--- config.mk ---
export PLATFORM = sky130hd
export DESIGN_NAME = stop_and_wait_receiver_hash_top
export DESIGN_NICKNAME = d
export VERILOG_FILES = /design/src/hw/rtl/swrh_pkg.sv /design/src/hw/rtl/swrh_core.sv /design/src/hw/rtl/stop_and_wait_receiver_hash_top.sv
export SDC_FILE = /design/constraint.sdc
export NUM_CORES = 1
export LEC_CHECK = 0
export BUFFER_PORTS_ARGS = -buffer_cell sky130_fd_sc_hd__buf_4
export CORE_ASPECT_RATIO = 1.4
export CORE_MARGIN = 2
export CORE_UTILIZATION = 40
export DETAILED_ROUTE_END_ITERATION = 12
export PLACE_DENSITY_LB_ADDON = 0.08
export SKIP_LAST_GASP = 1
export SYNTH_ARGS = -nofsm -noshare
export SYNTH_HDL_FRONTEND = slang
export SYNTH_SLANG_ARGS = --single-unit
export TNS_END_PERCENT = 20
--- constraint.sdc ---
create_clock -name clock -period 7.3 [get_ports clock]
set_clock_uncertainty 0.05 [all_clocks]
set_input_delay 2.19 -clock clock [delete_from_list [all_inputs] [get_ports clock]]
set_output_delay 2.19 -clock clock [all_outputs]
set_load 0.005 [all_outputs]
--- src/hw/rtl/swrh_pkg.sv ---
// Shared types and constants for the stop-and-wait file receiver with DJB2 hash.
// No dependencies; imported by swrh_core and stop_and_wait_receiver_hash_top.
package swrh_pkg;

   localparam int HEADER_BYTES = 10;

   localparam logic [63:0] HASH_SEED        = 64'd5381;
   localparam logic [19:0] FILE_LIMIT_RESET = 20'd20000;

   localparam logic [15:0] STATUS_PROGRESS = 16'd0;
   localparam logic [15:0] STATUS_START    = 16'd1;
   localparam logic [15:0] STATUS_FIN      = 16'd2;

   localparam logic OP_HEADER = 1'b0;
   localparam logic OP_BYTE   = 1'b1;

   localparam logic KIND_ACK    = 1'b0;
   localparam logic KIND_REPORT = 1'b1;

   // csr word index
   localparam logic CSR_FILE_LIMIT = 1'b0;

   typedef enum logic [2:0] {
      VERDICT_START       = 3'd0,
      VERDICT_APPENDED    = 3'd1,
      VERDICT_DUPLICATE   = 3'd2,
      VERDICT_OUT_OF_ORDER = 3'd3,
      VERDICT_NOT_STARTED = 3'd4,
      VERDICT_OVERFLOW    = 3'd5,
      VERDICT_UNKNOWN     = 3'd6
   } swrh_verdict_type;

   typedef struct packed {
      logic        operation;
      logic [15:0] datagram_length;
      logic [15:0] payload_length;
      logic [31:0] sequence_number;
      logic [15:0] status_flag;
      logic [7:0]  data_byte;
   } swrh_item_type;

   // what one request produces: an optional ack, preceded by a report when a file completes
   typedef struct packed {
      logic        rpt_valid;
      logic        ack_valid;
      logic [31:0] ack_sequence;
      logic [2:0]  verdict;
      logic [19:0] total_bytes;
      logic [63:0] file_hash;
   } swrh_result_type;

   typedef struct packed {
      logic        result_kind;
      logic [31:0] ack_sequence;
      logic [2:0]  verdict;
      logic [19:0] total_bytes;
      logic [63:0] file_hash;
      logic        last_of_run;
   } swrh_rsp_type;

endpackage

--- src/hw/rtl/swrh_core.sv ---
// Transfer state and per-request decision logic: sequence checks, limit check,
// DJB2 hash update and completion report. Depends on swrh_pkg.
module swrh_core (
   input  logic                     clock,
   input  logic                     reset,
   input  logic                     item_fire,
   input  swrh_pkg::swrh_item_type  item,
   input  logic [19:0]              file_limit,
   output swrh_pkg::swrh_result_type result
);
   import swrh_pkg::*;

   logic             started_ff, started_in;
   logic [31:0]      expected_ff, expected_in;
   logic [19:0]      count_ff, count_in;
   logic [63:0]      hash_ff, hash_in;
   logic [15:0]      remaining_ff, remaining_in;
   logic             append_ff, append_in;
   logic [2:0]       pverdict_ff, pverdict_in;
   logic [31:0]      psequence_ff, psequence_in;
   logic             pfinish_ff, pfinish_in;

   logic [63:0]      hash_step;
   logic [16:0]      header_span;
   logic [20:0]      count_sum;
   logic             fits;
   logic             finish;
   swrh_verdict_type verdict;

   // hash * 33 + byte
   assign hash_step   = (hash_ff << 5) + hash_ff + {56'd0, item.data_byte};
   assign header_span = {1'b0, item.payload_length} + 17'(HEADER_BYTES);
   assign count_sum   = {1'b0, count_ff} + {5'd0, item.payload_length};

   always_comb begin
      started_in   = started_ff;
      expected_in  = expected_ff;
      count_in     = count_ff;
      hash_in      = hash_ff;
      remaining_in = remaining_ff;
      append_in    = append_ff;
      pverdict_in  = pverdict_ff;
      psequence_in = psequence_ff;
      pfinish_in   = pfinish_ff;
      result       = '0;
      finish       = 1'b0;
      fits         = 1'b0;
      verdict      = VERDICT_START;

      if (item_fire) begin
         if (item.operation == OP_BYTE) begin
            if (remaining_ff != 16'd0) begin
               if (append_ff) begin
                  hash_in  = hash_step;
                  count_in = count_ff + 20'd1;
               end
               remaining_in = remaining_ff - 16'd1;
               finish       = (remaining_ff == 16'd1);
            end
         end else begin
            // a new header abandons any unfinished packet
            remaining_in = '0;
            append_in    = 1'b0;
            pfinish_in   = 1'b0;
            if (item.datagram_length >= 16'(HEADER_BYTES) &&
                header_span <= {1'b0, item.datagram_length}) begin
               case (item.status_flag)
                  STATUS_START: begin
                     started_in  = 1'b1;
                     expected_in = item.sequence_number;
                     count_in    = '0;
                     hash_in     = HASH_SEED;
                     fits        = ({4'd0, item.payload_length} <= file_limit);
                     append_in   = fits;
                     verdict     = fits ? VERDICT_START : VERDICT_OVERFLOW;
                  end
                  STATUS_PROGRESS, STATUS_FIN: begin
                     if (!started_ff) begin
                        verdict = VERDICT_NOT_STARTED;
                     end else if (item.sequence_number == expected_ff) begin
                        fits      = (count_sum <= {1'b0, file_limit});
                        append_in = fits;
                        verdict   = fits ? VERDICT_APPENDED : VERDICT_OVERFLOW;
                        if (item.status_flag == STATUS_FIN) begin
                           pfinish_in = 1'b1;
                        end else if (fits) begin
                           expected_in = expected_ff + 32'd1;
                        end
                     end else if (item.sequence_number < expected_ff) begin
                        verdict = VERDICT_DUPLICATE;
                     end else begin
                        verdict = VERDICT_OUT_OF_ORDER;
                     end
                  end
                  default: begin
                     verdict = VERDICT_UNKNOWN;
                  end
               endcase
               pverdict_in  = verdict;
               psequence_in = item.sequence_number;
               remaining_in = item.payload_length;
               finish       = (item.payload_length == 16'd0);
            end
         end

         if (finish) begin
            result.ack_valid    = 1'b1;
            result.ack_sequence = psequence_in;
            result.verdict      = pverdict_in;
            if (pfinish_in) begin
               result.rpt_valid   = 1'b1;
               result.total_bytes = count_in;
               result.file_hash   = hash_in;
               started_in         = 1'b0;
               expected_in        = '0;
               count_in           = '0;
               hash_in            = HASH_SEED;
            end
            pfinish_in = 1'b0;
            append_in  = 1'b0;
         end
      end
   end

   always_ff @(posedge clock) begin
      if (reset) begin
         started_ff   <= 1'b0;
         expected_ff  <= '0;
         count_ff     <= '0;
         hash_ff      <= HASH_SEED;
         remaining_ff <= '0;
         append_ff    <= 1'b0;
         pverdict_ff  <= '0;
         psequence_ff <= '0;
         pfinish_ff   <= 1'b0;
      end else begin
         started_ff   <= started_in;
         expected_ff  <= expected_in;
         count_ff     <= count_in;
         hash_ff      <= hash_in;
         remaining_ff <= remaining_in;
         append_ff    <= append_in;
         pverdict_ff  <= pverdict_in;
         psequence_ff <= psequence_in;
         pfinish_ff   <= pfinish_in;
      end
   end

   a_fin_needs_start: assert property (@(posedge clock) disable iff (reset)
      pfinish_ff |-> started_ff)
      else $error("pending FIN without an open transfer");

   a_append_needs_bytes: assert property (@(posedge clock) disable iff (reset)
      append_ff |-> (remaining_ff != 16'd0))
      else $error("append enabled with no payload outstanding");

   a_report_has_ack: assert property (@(posedge clock) disable iff (reset)
      result.rpt_valid |-> result.ack_valid)
      else $error("report without acknowledgement");

endmodule

--- src/hw/rtl/stop_and_wait_receiver_hash_top.sv ---
// Requests pass the input register and swrh_core; results are registered before rsp.
// Throughput: one request per cycle unless rsp stalls or the ack slot is full; a request
// that completes a file gives two results (report, then ack), holding the next request
// while the ack waits. Rate set by the single output register plus one overflow slot
// for the trailing ack. Synchronous active-high reset clears all transfer state at once;
// no clearing pass. Depends on swrh_pkg and swrh_core.
module stop_and_wait_receiver_hash_top (
   input  logic         clock,
   input  logic         reset,
   // request channel
   input  logic         req_tvalid,
   output logic         req_tready,
   input  logic [87:0]  req_tdata,   // datagram_length, payload_length, sequence_number,
                                     // status_flag, data_byte
   input  logic         req_tuser,   // operation
   // result channel
   output logic         rsp_tvalid,
   input  logic         rsp_tready,
   output logic [119:0] rsp_tdata,   // ack_sequence, verdict, total_bytes, file_hash, pad
   output logic         rsp_tuser,   // result_kind
   output logic         rsp_tlast,   // last_of_run
   // configuration
   input  logic         csr_psel,
   input  logic         csr_penable,
   input  logic         csr_pwrite,
   input  logic [2:0]   csr_paddr,
   input  logic [31:0]  csr_pwdata,
   output logic [31:0]  csr_prdata,
   output logic         csr_pready
);
   import swrh_pkg::*;

   logic            s1_valid_ff, s1_valid_in;
   swrh_item_type   s1_item_ff;
   logic            s1_fire;
   logic            req_fire;

   swrh_rsp_type    out_ff, out_in;
   logic            out_valid_ff, out_valid_in;
   swrh_rsp_type    hold_ff, hold_in;
   logic            hold_valid_ff, hold_valid_in;
   logic            out_take;

   logic [19:0]     file_limit_ff;
   swrh_result_type result;
   swrh_rsp_type    ack_entry;
   swrh_rsp_type    rpt_entry;

   // ---------------- configuration ----------------
   assign csr_pready = 1'b1;
   assign csr_prdata = (csr_paddr[2] == CSR_FILE_LIMIT) ? {12'd0, file_limit_ff} : 32'd0;

   always_ff @(posedge clock) begin
      if (reset) begin
         file_limit_ff <= FILE_LIMIT_RESET;
      end else if (csr_psel && csr_penable && csr_pwrite && csr_pready &&
                   csr_paddr[2] == CSR_FILE_LIMIT) begin
         file_limit_ff <= csr_pwdata[19:0];
      end
   end

   // ---------------- input register ----------------
   assign out_take   = out_valid_ff && rsp_tready;
   assign s1_fire    = s1_valid_ff && (!out_valid_ff || rsp_tready) && !hold_valid_ff;
   assign req_tready = !s1_valid_ff || s1_fire;
   assign req_fire   = req_tvalid && req_tready;

   always_comb begin
      s1_valid_in = s1_valid_ff;
      if (req_fire) begin
         s1_valid_in = 1'b1;
      end else if (s1_fire) begin
         s1_valid_in = 1'b0;
      end
   end

   always_ff @(posedge clock) begin
      if (reset) begin
         s1_valid_ff <= 1'b0;
      end else begin
         s1_valid_ff <= s1_valid_in;
      end
   end

   always_ff @(posedge clock) begin
      if (req_fire) begin
         s1_item_ff.operation       <= req_tuser;
         s1_item_ff.datagram_length <= req_tdata[15:0];
         s1_item_ff.payload_length  <= req_tdata[31:16];
         s1_item_ff.sequence_number <= req_tdata[63:32];
         s1_item_ff.status_flag     <= req_tdata[79:64];
         s1_item_ff.data_byte       <= req_tdata[87:80];
      end
   end

   swrh_core u_core (
      .clock      (clock),
      .reset      (reset),
      .item_fire  (s1_fire),
      .item       (s1_item_ff),
      .file_limit (file_limit_ff),
      .result     (result)
   );

   // ---------------- result register and ack slot ----------------
   always_comb begin
      ack_entry.result_kind  = KIND_ACK;
      ack_entry.ack_sequence = result.ack_sequence;
      ack_entry.verdict      = result.verdict;
      ack_entry.total_bytes  = '0;
      ack_entry.file_hash    = '0;
      ack_entry.last_of_run  = 1'b1;

      rpt_entry.result_kind  = KIND_REPORT;
      rpt_entry.ack_sequence = '0;
      rpt_entry.verdict      = '0;
      rpt_entry.total_bytes  = result.total_bytes;
      rpt_entry.file_hash    = result.file_hash;
      rpt_entry.last_of_run  = 1'b0;
   end

   always_comb begin
      out_in        = out_ff;
      out_valid_in  = out_valid_ff;
      hold_in       = hold_ff;
      hold_valid_in = hold_valid_ff;
      if (out_take) begin
         out_valid_in = 1'b0;
      end
      // the ack slot drains first; no request fires while it is full
      if (out_take && hold_valid_ff) begin
         out_in        = hold_ff;
         out_valid_in  = 1'b1;
         hold_valid_in = 1'b0;
      end else if (result.rpt_valid) begin
         out_in        = rpt_entry;
         out_valid_in  = 1'b1;
         hold_in       = ack_entry;
         hold_valid_in = 1'b1;
      end else if (result.ack_valid) begin
         out_in       = ack_entry;
         out_valid_in = 1'b1;
      end
   end

   always_ff @(posedge clock) begin
      if (reset) begin
         out_valid_ff  <= 1'b0;
         hold_valid_ff <= 1'b0;
      end else begin
         out_valid_ff  <= out_valid_in;
         hold_valid_ff <= hold_valid_in;
      end
   end

   always_ff @(posedge clock) begin
      out_ff  <= out_in;
      hold_ff <= hold_in;
   end

   assign rsp_tvalid = out_valid_ff;
   assign rsp_tuser  = out_ff.result_kind;
   assign rsp_tlast  = out_ff.last_of_run;
   assign rsp_tdata  = {1'b0, out_ff.file_hash, out_ff.total_bytes, out_ff.verdict,
                        out_ff.ack_sequence};

   a_hold_behind_out: assert property (@(posedge clock) disable iff (reset)
      hold_valid_ff |-> (out_valid_ff && out_ff.result_kind == KIND_REPORT))
      else $error("ack slot full without a report in front");

   a_report_then_ack: assert property (@(posedge clock) disable iff (reset)
      (out_valid_ff && !out_ff.last_of_run) |-> hold_valid_ff)
      else $error("non-final result with no ack queued");

   a_no_fire_on_hold: assert property (@(posedge clock) disable iff (reset)
      hold_valid_ff |-> !s1_fire)
      else $error("request processed while ack slot full");

endmodule

==> impl_metrics.json, run 1 <==
{
  "status": "finished clean",
  "ctsHoldBuffers": 0,
  "cts-root-buf": "clkbuf_16",
  "die-area_um2": 67060,
  "multi_input_area_um2": 13810,
  "leakage_uw": 0.01175,
  "cp.required_ns": 7.72,
  "yosys.area.top_type": "edfxtp_1",
  "fp.dieH_um": 305.6,
  "worst_setup_path_start_kind": "flip-flop",
  "holdPathStages": 2,
  "setup_ws_ns": 1.121,
  "hold_viol": 0,
  "drtAntennaViolNets": 0,
  "hold_class": "reg2reg",
  "synthDistinctLibCells": 95,
  "n_fill_cell": 6099,
  "cp.arrival_ns": 6.60,
  "drt_iter0_drc": 1719,
  "max_slew_margin_pct": 21.41,
  "fin_setup_tns_ns": 0,
  "track_usage_pct": 24.97,
  "synthTopCellsByArea": "edfxtp_1, dfxtp_1, ha_1, a21oi_1, nor2_1",
  "use_met1_pct": 30.27,
  "rsz0062_at_grt": "false",
  "end_kind": "flip-flop",
  "clk_pin_slew_ns": 0.07,
  "syn_to_final_growth_pct": 15.95,
  "met2_usage_pct": 44.30,
  "seqCellArea_um2": 11220,
  "dp_hpwl_mm": 61.71,
  "cts_setup_buffers": 0,
  "num_vias": 22440,
  "design_area_um2": 30140,
  "drv_cap": 0,
  "crit_type": "reg2reg",
  "power.density_nw_per_um2": 186.1,
  "clock_sinks": 438,
  "antenna_found_initial": 2,
  "syn-instance-count": 2787,
  "htree_levels": 2,
  "timing.hold.ws_ns": 0.4053,
  "ios": 288,
  "grt_max_degree": 88,
  "synth_seq_cells": 438,
  "timing.rr.end": "u_core.expected_ff[5]$_SDFFE_PP0P_",
  "clk_latency_ns": 0.61,
  "via_per_inst": 5.805,
  "fp.dieW_um": 219.4,
  "cts_buffer_depth": 3,
  "synth-edff-count": 245,
  "async_flop_share_pct": 0,
  "avgSynthCellArea_um2": 9.326,
  "yosysTopAreaCellShare_pct": 28.31,
  "dp_slack_ns": 1.189,
  "drt_pre_antenna_iters": 6,
  "synth_area_um2": 25990,
  "overflow": 0,
  "r2r_start": "s1_item_ff[57]$_DFFE_PP_",
  "path_max_fanout": 15,
  "min_from": "file_limit_ff[1]$_SDFFE_PP0P_",
  "final.period_utilization_pct": 84.64,
  "peakVddDrop_mv": 0.1726,
  "cts_tree": "done",
  "rows": 110,
  "globalplace.congestion": 0.9147,
  "synth_seq_area_share_pct": 43.17,
  "r2r_slack_ns": 1.12,
  "grtUsageMet3_pct": 3.731,
  "finalCriticalPeriod_ns": 6.179,
  "grt_pass1_vias": 22460,
  "diodes": 0,
  "port_buffers": 259,
  "fin_nets": 3352,
  "reg2regPathDepth": 23,
  "ys.flop_type": "edfxtp_1",
  "drc": 0,
  "placeableCoreArea_um2": 64270,
  "worst_slew_pin_slew_ns": 1.171,
  "grt_pass1_wl_mm": 129.9,
  "dpl.cell_count": 3782,
  "drive_gt1_share_pct": 13.71,
  "route.detailed.wl_per_inst_um": 21.94,
  "yosys_warnings": 0,
  "place_area_um2": 28690,
  "finalSetupViolations": 0,
  "cts_buffers": 45,
  "hold_end": "file_limit_ff[1]$_SDFFE_PP0P_",
  "fmax_mhz": 161.8,
  "busiest_layer": "met2",
  "crit_path_start": "s1_item_ff[57]$_DFFE_PP_",
  "start_util_pct": 40.44,
  "ctsResizeCount": 0,
  "finalMaxSlewViolations": 0,
  "stdcell_count": 3866,
  "wl_mm": 84.83
}
how the worst max path moves through the flow:
stage	to	slack, ns	cells after the start
2_1_floorplan	rsp_tdata[0]$_DFFE_PP_	0.85	7
3_3_place_gp	u_core.expected_ff[27]$_SDFFE_PP0P_	1.21	23
3_5_place_dp	u_core.expected_ff[5]$_SDFFE_PP0P_	1.19	23
4_1_cts	u_core.expected_ff[5]$_SDFFE_PP0P_	1.14	23
5_1_grt	u_core.expected_ff[27]$_SDFFE_PP0P_	0.51	23
6_report	u_core.expected_ff[5]$_SDFFE_PP0P_	1.12	23
flip-flops by register name, summed over array words and instances (netlist names):
signal	flops
s1_item_ff	89
u_core.pfinish_ff	1
u_core.count_ff	20
rsp_tlast	1
u_core.pverdict_ff	3
u_core.expected_ff	32
s1_valid_ff	1
u_core.psequence_ff	32
rsp_tvalid	1
u_core.remaining_ff	16
rsp_tuser	1
file_limit_ff	20
rsp_tdata	119
hold_valid_ff	1
u_core.started_ff	1
u_core.append_ff	1
u_core.hash_ff	64
hold_ff	35
Yosys cell counts, types with 62 or more instances:
library cell and count:
nor2_1 291, nand2_1 260, a21oi_1 258, edfxtp_1 245, ha_1 227, dfxtp_1 193
o21ai_0 151, clkbuf_1 109, inv_1 106, nor3_1 82, a22o_1 69, nand3_1 65
xnor2_1 62
stage by stage:
| step | power (µW) | utilization [%] |
|---|---|---|
| floorplan | 3102 | - |
| global placement | 3318 | 44.64 |
| detailed placement | 3333 | 44.64 |
| CTS | 5673 | 46.89 |
| global route | 5821 | 46.89 |
| finish | 5608 | 46.89 |
layout by cell type, fill, tap and decap left out, types with 37 or more instances in the layout:
| cell | n |
|---|---|
| a21o_1 | 52 |
| a21oi_1 | 257 |
| a22o_1 | 69 |
| buf_4 | 292 |
| clkbuf_16 | 46 |
| dfxtp_1 | 193 |
| edfxtp_1 | 245 |
| ha_1 | 227 |
| inv_1 | 106 |
| mux2i_1 | 40 |
| nand2_1 | 260 |
| nand3_1 | 64 |
| nand4_1 | 58 |
| nor2_1 | 289 |
| nor3_1 | 80 |
| o21ai_0 | 151 |
| xnor2_1 | 62 |
| xor2_1 | 37 |
logic make-up (layout without fill, tap and decap cells):
family	count (synthesis)	in the layout	synth area share [%]
simple gates	943	943	17.16
compound gates	773	773	19.26
xor+xnor	99	99	3.336
fa+ha+maj	232	232	11.31
buf+inv	257	484	4.063
flops	438	438	43.17
mux	43	43	1.670
other cells	2	14	0.02889
layer usage:
| layer | wire length [µm] | part of all wire, % |
|---|---|---|
| met4 | 3169 | 3.7 |
| met2 | 42870 | 51 |
| met3 | 4458 | 5.3 |
| met1 | 34320 | 40 |
| met5 | 10 | 0.012 |
report_power, final:
| part | total (µW) | switching (µW) | leakage, µW | internal, µW |
|---|---|---|---|---|
| Sequential | 2740 | 64.0 | 0.00384 | 2670 |
| Combinational | 542 | 327 | 0.00723 | 215 |
| Clock | 2330 | 1050 | 0.000690 | 1280 |
worst max-delay path, stage by stage, from the launching register on:
cell	delay, ns
edfxtp_1	0.50
ha_1	0.34
a21o_1	0.16
a21oi_1	0.23
o21bai_1	0.09
a21oi_1	0.26
o21ai_0	0.27
o2111ai_1	0.28
nand3b_1	0.15
a21oi_1	0.21
nand2b_1	0.14
xnor2_1	0.08
ha_1	0.20
a2111oi_0	0.40
o21ai_0	0.25
nor4b_1	0.32
o21ai_0	0.13
a2bb2oi_1	0.24
nor4_2	0.33
buf_4	0.27
and2_0	0.30
nand2_1	0.39
o211ai_1	0.29
o311ai_0	0.15
area by class of cell:
cell class                 count  share of cell area [%]
clock buffer                  56                   3.944
clock inverter                28                  0.8511
inverter                     107                   1.333
multi-input combinational   2104                   45.81
sequential                   438                   37.23
tap                          840                   3.487
timing repair buffer         293                   7.340
No activity file was read; power rests on OpenSTA's default activity.
==> inputs of run 2 (changes only) <==
==> constraint.sdc (replaced) <==
create_clock -name clock -period 5.25 [get_ports clock]
set_clock_uncertainty 0.05 [all_clocks]
set_input_delay 1.575 -clock clock [delete_from_list [all_inputs] [get_ports clock]]
set_output_delay 1.575 -clock clock [all_outputs]
set_load 0.005 [all_outputs]
==> impl_metrics.json, run 2 (synthesis gave the netlist of run 1 again) <==
{
  "finalCriticalPeriod_ns": 5.000,
  "diodes": 0,
  "cp.arrival_ns": 5.48,
  "fmax_mhz": 200.0,
  "worst_setup_path_start_kind": "flip-flop",
  "cts-root-buf": "clkbuf_16",
  "dp_slack_ns": -0.1397,
  "num_vias": 22640,
  "rsz0062_at_grt": "true",
  "hold_class": "reg2reg",
  "drtAntennaViolNets": 0,
  "hold_viol": 0,
  "globalplace.congestion": 0.9478,
  "port_buffers": 259,
  "holdPathStages": 2,
  "drc": 0,
  "cp.required_ns": 5.73,
  "finalSetupViolations": 0,
  "fp.dieW_um": 219.4,
  "grt_pass1_vias": 22710,
  "crit_buf_inv": 5,
  "path_cells": "ha_1, inv_1, fa_2, nor2b_1, o31a_1, o31ai_1, buf_4, o21ai_0, or2_2, a21oi_1, xnor2_1, ha_1, a211oi_2, o21ai_1, buf_4, buf_4, o221ai_1, a2bb2oi_2, or4_1, buf_4, a2111o_1, a21oi_1",
  "largest_reg_flops": 119,
  "grt_pass1_wl_mm": 131.9,
  "reg2regPathDepth": 22,
  "track_usage_pct": 25.41,
  "ios": 288,
  "max_slew_margin_pct": 28.13,
  "leakage_uw": 0.01227,
  "final_cell_mix": "buf_4, nor2_1, nand2_1",
  "fin_nets": 3434,
  "layout_commonest_cell": "buf_4",
  "cts_buffer_depth": 3,
  "finalMaxSlewViolations": 0,
  "placeableCoreArea_um2": 64270,
  "drt_iter0_drc": 1437,
  "ctsHoldBuffers": 0,
  "n_fill_cell": 6101,
  "crit_type": "reg2reg",
  "final.period_utilization_pct": 95.23,
  "crit_path_max_incr_delay_ns": 0.62,
  "start_util_pct": 40.44,
  "clock_sinks": 438,
  "crit_slowest_cell": "or4_1",
  "rows": 110,
  "drt_pre_antenna_iters": 5,
  "r2r_start": "s1_item_ff[56]$_DFFE_PP_",
  "cpMostUsedCell": "buf_4",
  "min_from": "file_limit_ff[1]$_SDFFE_PP0P_",
  "antenna_found_initial": 0,
  "setup_ws_ns": 0.2503,
  "clk_latency_ns": 0.62,
  "overflow": 0,
  "timing.rr.end": "u_core.append_ff$_SDFFE_PP0P_",
  "drv_cap": 0,
  "worst_slew_pin_slew_ns": 1.077,
  "power_uw": 8095,
  "die-area_um2": 67060,
  "via_per_inst": 5.737,
  "status": "finished clean",
  "path_delay_family": "compound AO/OA/AOI/OAI gates",
  "grt_max_degree": 77,
  "path_max_fanout": 5,
  "syn_to_final_growth_pct": 19.35,
  "cts_tree": "done",
  "route.detailed.wl_per_inst_um": 21.87,
  "r2r_slack_ns": 0.25,
  "dp_hpwl_mm": 64.95,
  "clk_pin_slew_ns": 0.06,
  "drive_gt1_share_pct": 16.58,
  "cts_buffers": 45,
  "end_kind": "flip-flop",
  "fp.dieH_um": 305.6,
  "htree_levels": 2,
  "power.density_nw_per_um2": 261.0,
  "wl_mm": 86.33,
  "peakVddDrop_mv": 0.2746,
  "hold_end": "file_limit_ff[1]$_SDFFE_PP0P_"
}
## run 2: how the worst max path moves through the flow
stage / startpoint / to / slack [ns] / cells past startpoint
2_1_floorplan: s1_item_ff[57]$_DFFE_PP_ / u_core.expected_ff[5]$_SDFFE_PP0P_ / 0.29 / 23
3_3_place_gp: s1_item_ff[57]$_DFFE_PP_ / u_core.expected_ff[23]$_SDFFE_PP0P_ / -0.1 / 22
3_5_place_dp: s1_item_ff[57]$_DFFE_PP_ / u_core.expected_ff[23]$_SDFFE_PP0P_ / -0.14 / 22
4_1_cts: u_core.count_ff[0]$_SDFFE_PP0P_ / u_core.expected_ff[23]$_SDFFE_PP0P_ / 0.02 / 23
5_1_grt: s1_item_ff[57]$_DFFE_PP_ / u_core.append_ff$_SDFFE_PP0P_ / -0.02 / 21
6_report: s1_item_ff[56]$_DFFE_PP_ / u_core.append_ff$_SDFFE_PP0P_ / 0.25 / 22
## run 2: worst reg2reg max path: stages (launching register included)
cell       delay, ns
edfxtp_1        0.40
ha_1            0.23
inv_1           0.08
fa_2            0.23
nor2b_1         0.07
o31a_1          0.26
o31ai_1         0.20
buf_4           0.16
o21ai_0         0.14
or2_2           0.32
a21oi_1         0.17
xnor2_1         0.15
ha_1            0.27
a211oi_2        0.19
o21ai_1         0.13
buf_4           0.16
buf_4           0.12
o221ai_1        0.17
a2bb2oi_2       0.16
or4_1           0.63
buf_4           0.18
a2111o_1        0.36
a21oi_1         0.14
## run 2: stage by stage
step / hold WS, ns / TNS (ns) / cell area (µm²) / utilization [%] / instances
after floorplan: 0.3820 / 0 / 26040 / - / 2799
after global placement: 0.3924 / -0.1977 / 29350 / 45.66 / 3863
after detailed placement: 0.3968 / -0.4457 / 29350 / 45.66 / 3863
after CTS: 0.4051 / 0 / 30940 / 48.13 / 3946
after global routing: 0.4206 / -0.04596 / 31020 / 48.26 / 3947
final: 0.4057 / 0 / 31020 / 48.26 / 3947
## run 2: routing by layer
layer / up-vias / wire, µm / GRT usage [%] / share of wire (%)
li1: 10870 / - / - / -
met2: 694 / 44040 / 45.65 / 51
met5: - / 0 / 0 / 0
met3: 158 / 4424 / 3.224 / 5.1
met1: 10920 / 34640 / 30.67 / 40
met4: 0 / 3232 / 9.381 / 3.7
## run 2: where the power goes
| group | switching, µW | internal, µW |
|---|---|---|
| clock network | 1470 | 2030 |
| logic | 483 | 320 |
| registers | 71.5 | 3720 |
## run 2: final cells by class
type / count / area [µm²] / area share (%)
flip-flops and latches: 438 / 11220 / 36.18
inverters: 107 / 401.6 / 1.295
repair buffers: 375 / 2882 / 9.289
multi-input cells: 2104 / 13890 / 44.77
clock buffers: 57 / 1201 / 3.872
clock inverters: 26 / 375.4 / 1.210
well taps: 840 / 1051 / 3.388
## run 2: timing repair
| action | in CTS | in global routing |
|---|---|---|
| resized for setup | 5 | 20 |
| setup buffers | 0 | 1 |
| pin swaps | 0 | 2 |
| endpoints found under the setup margin | 11 | 36 |
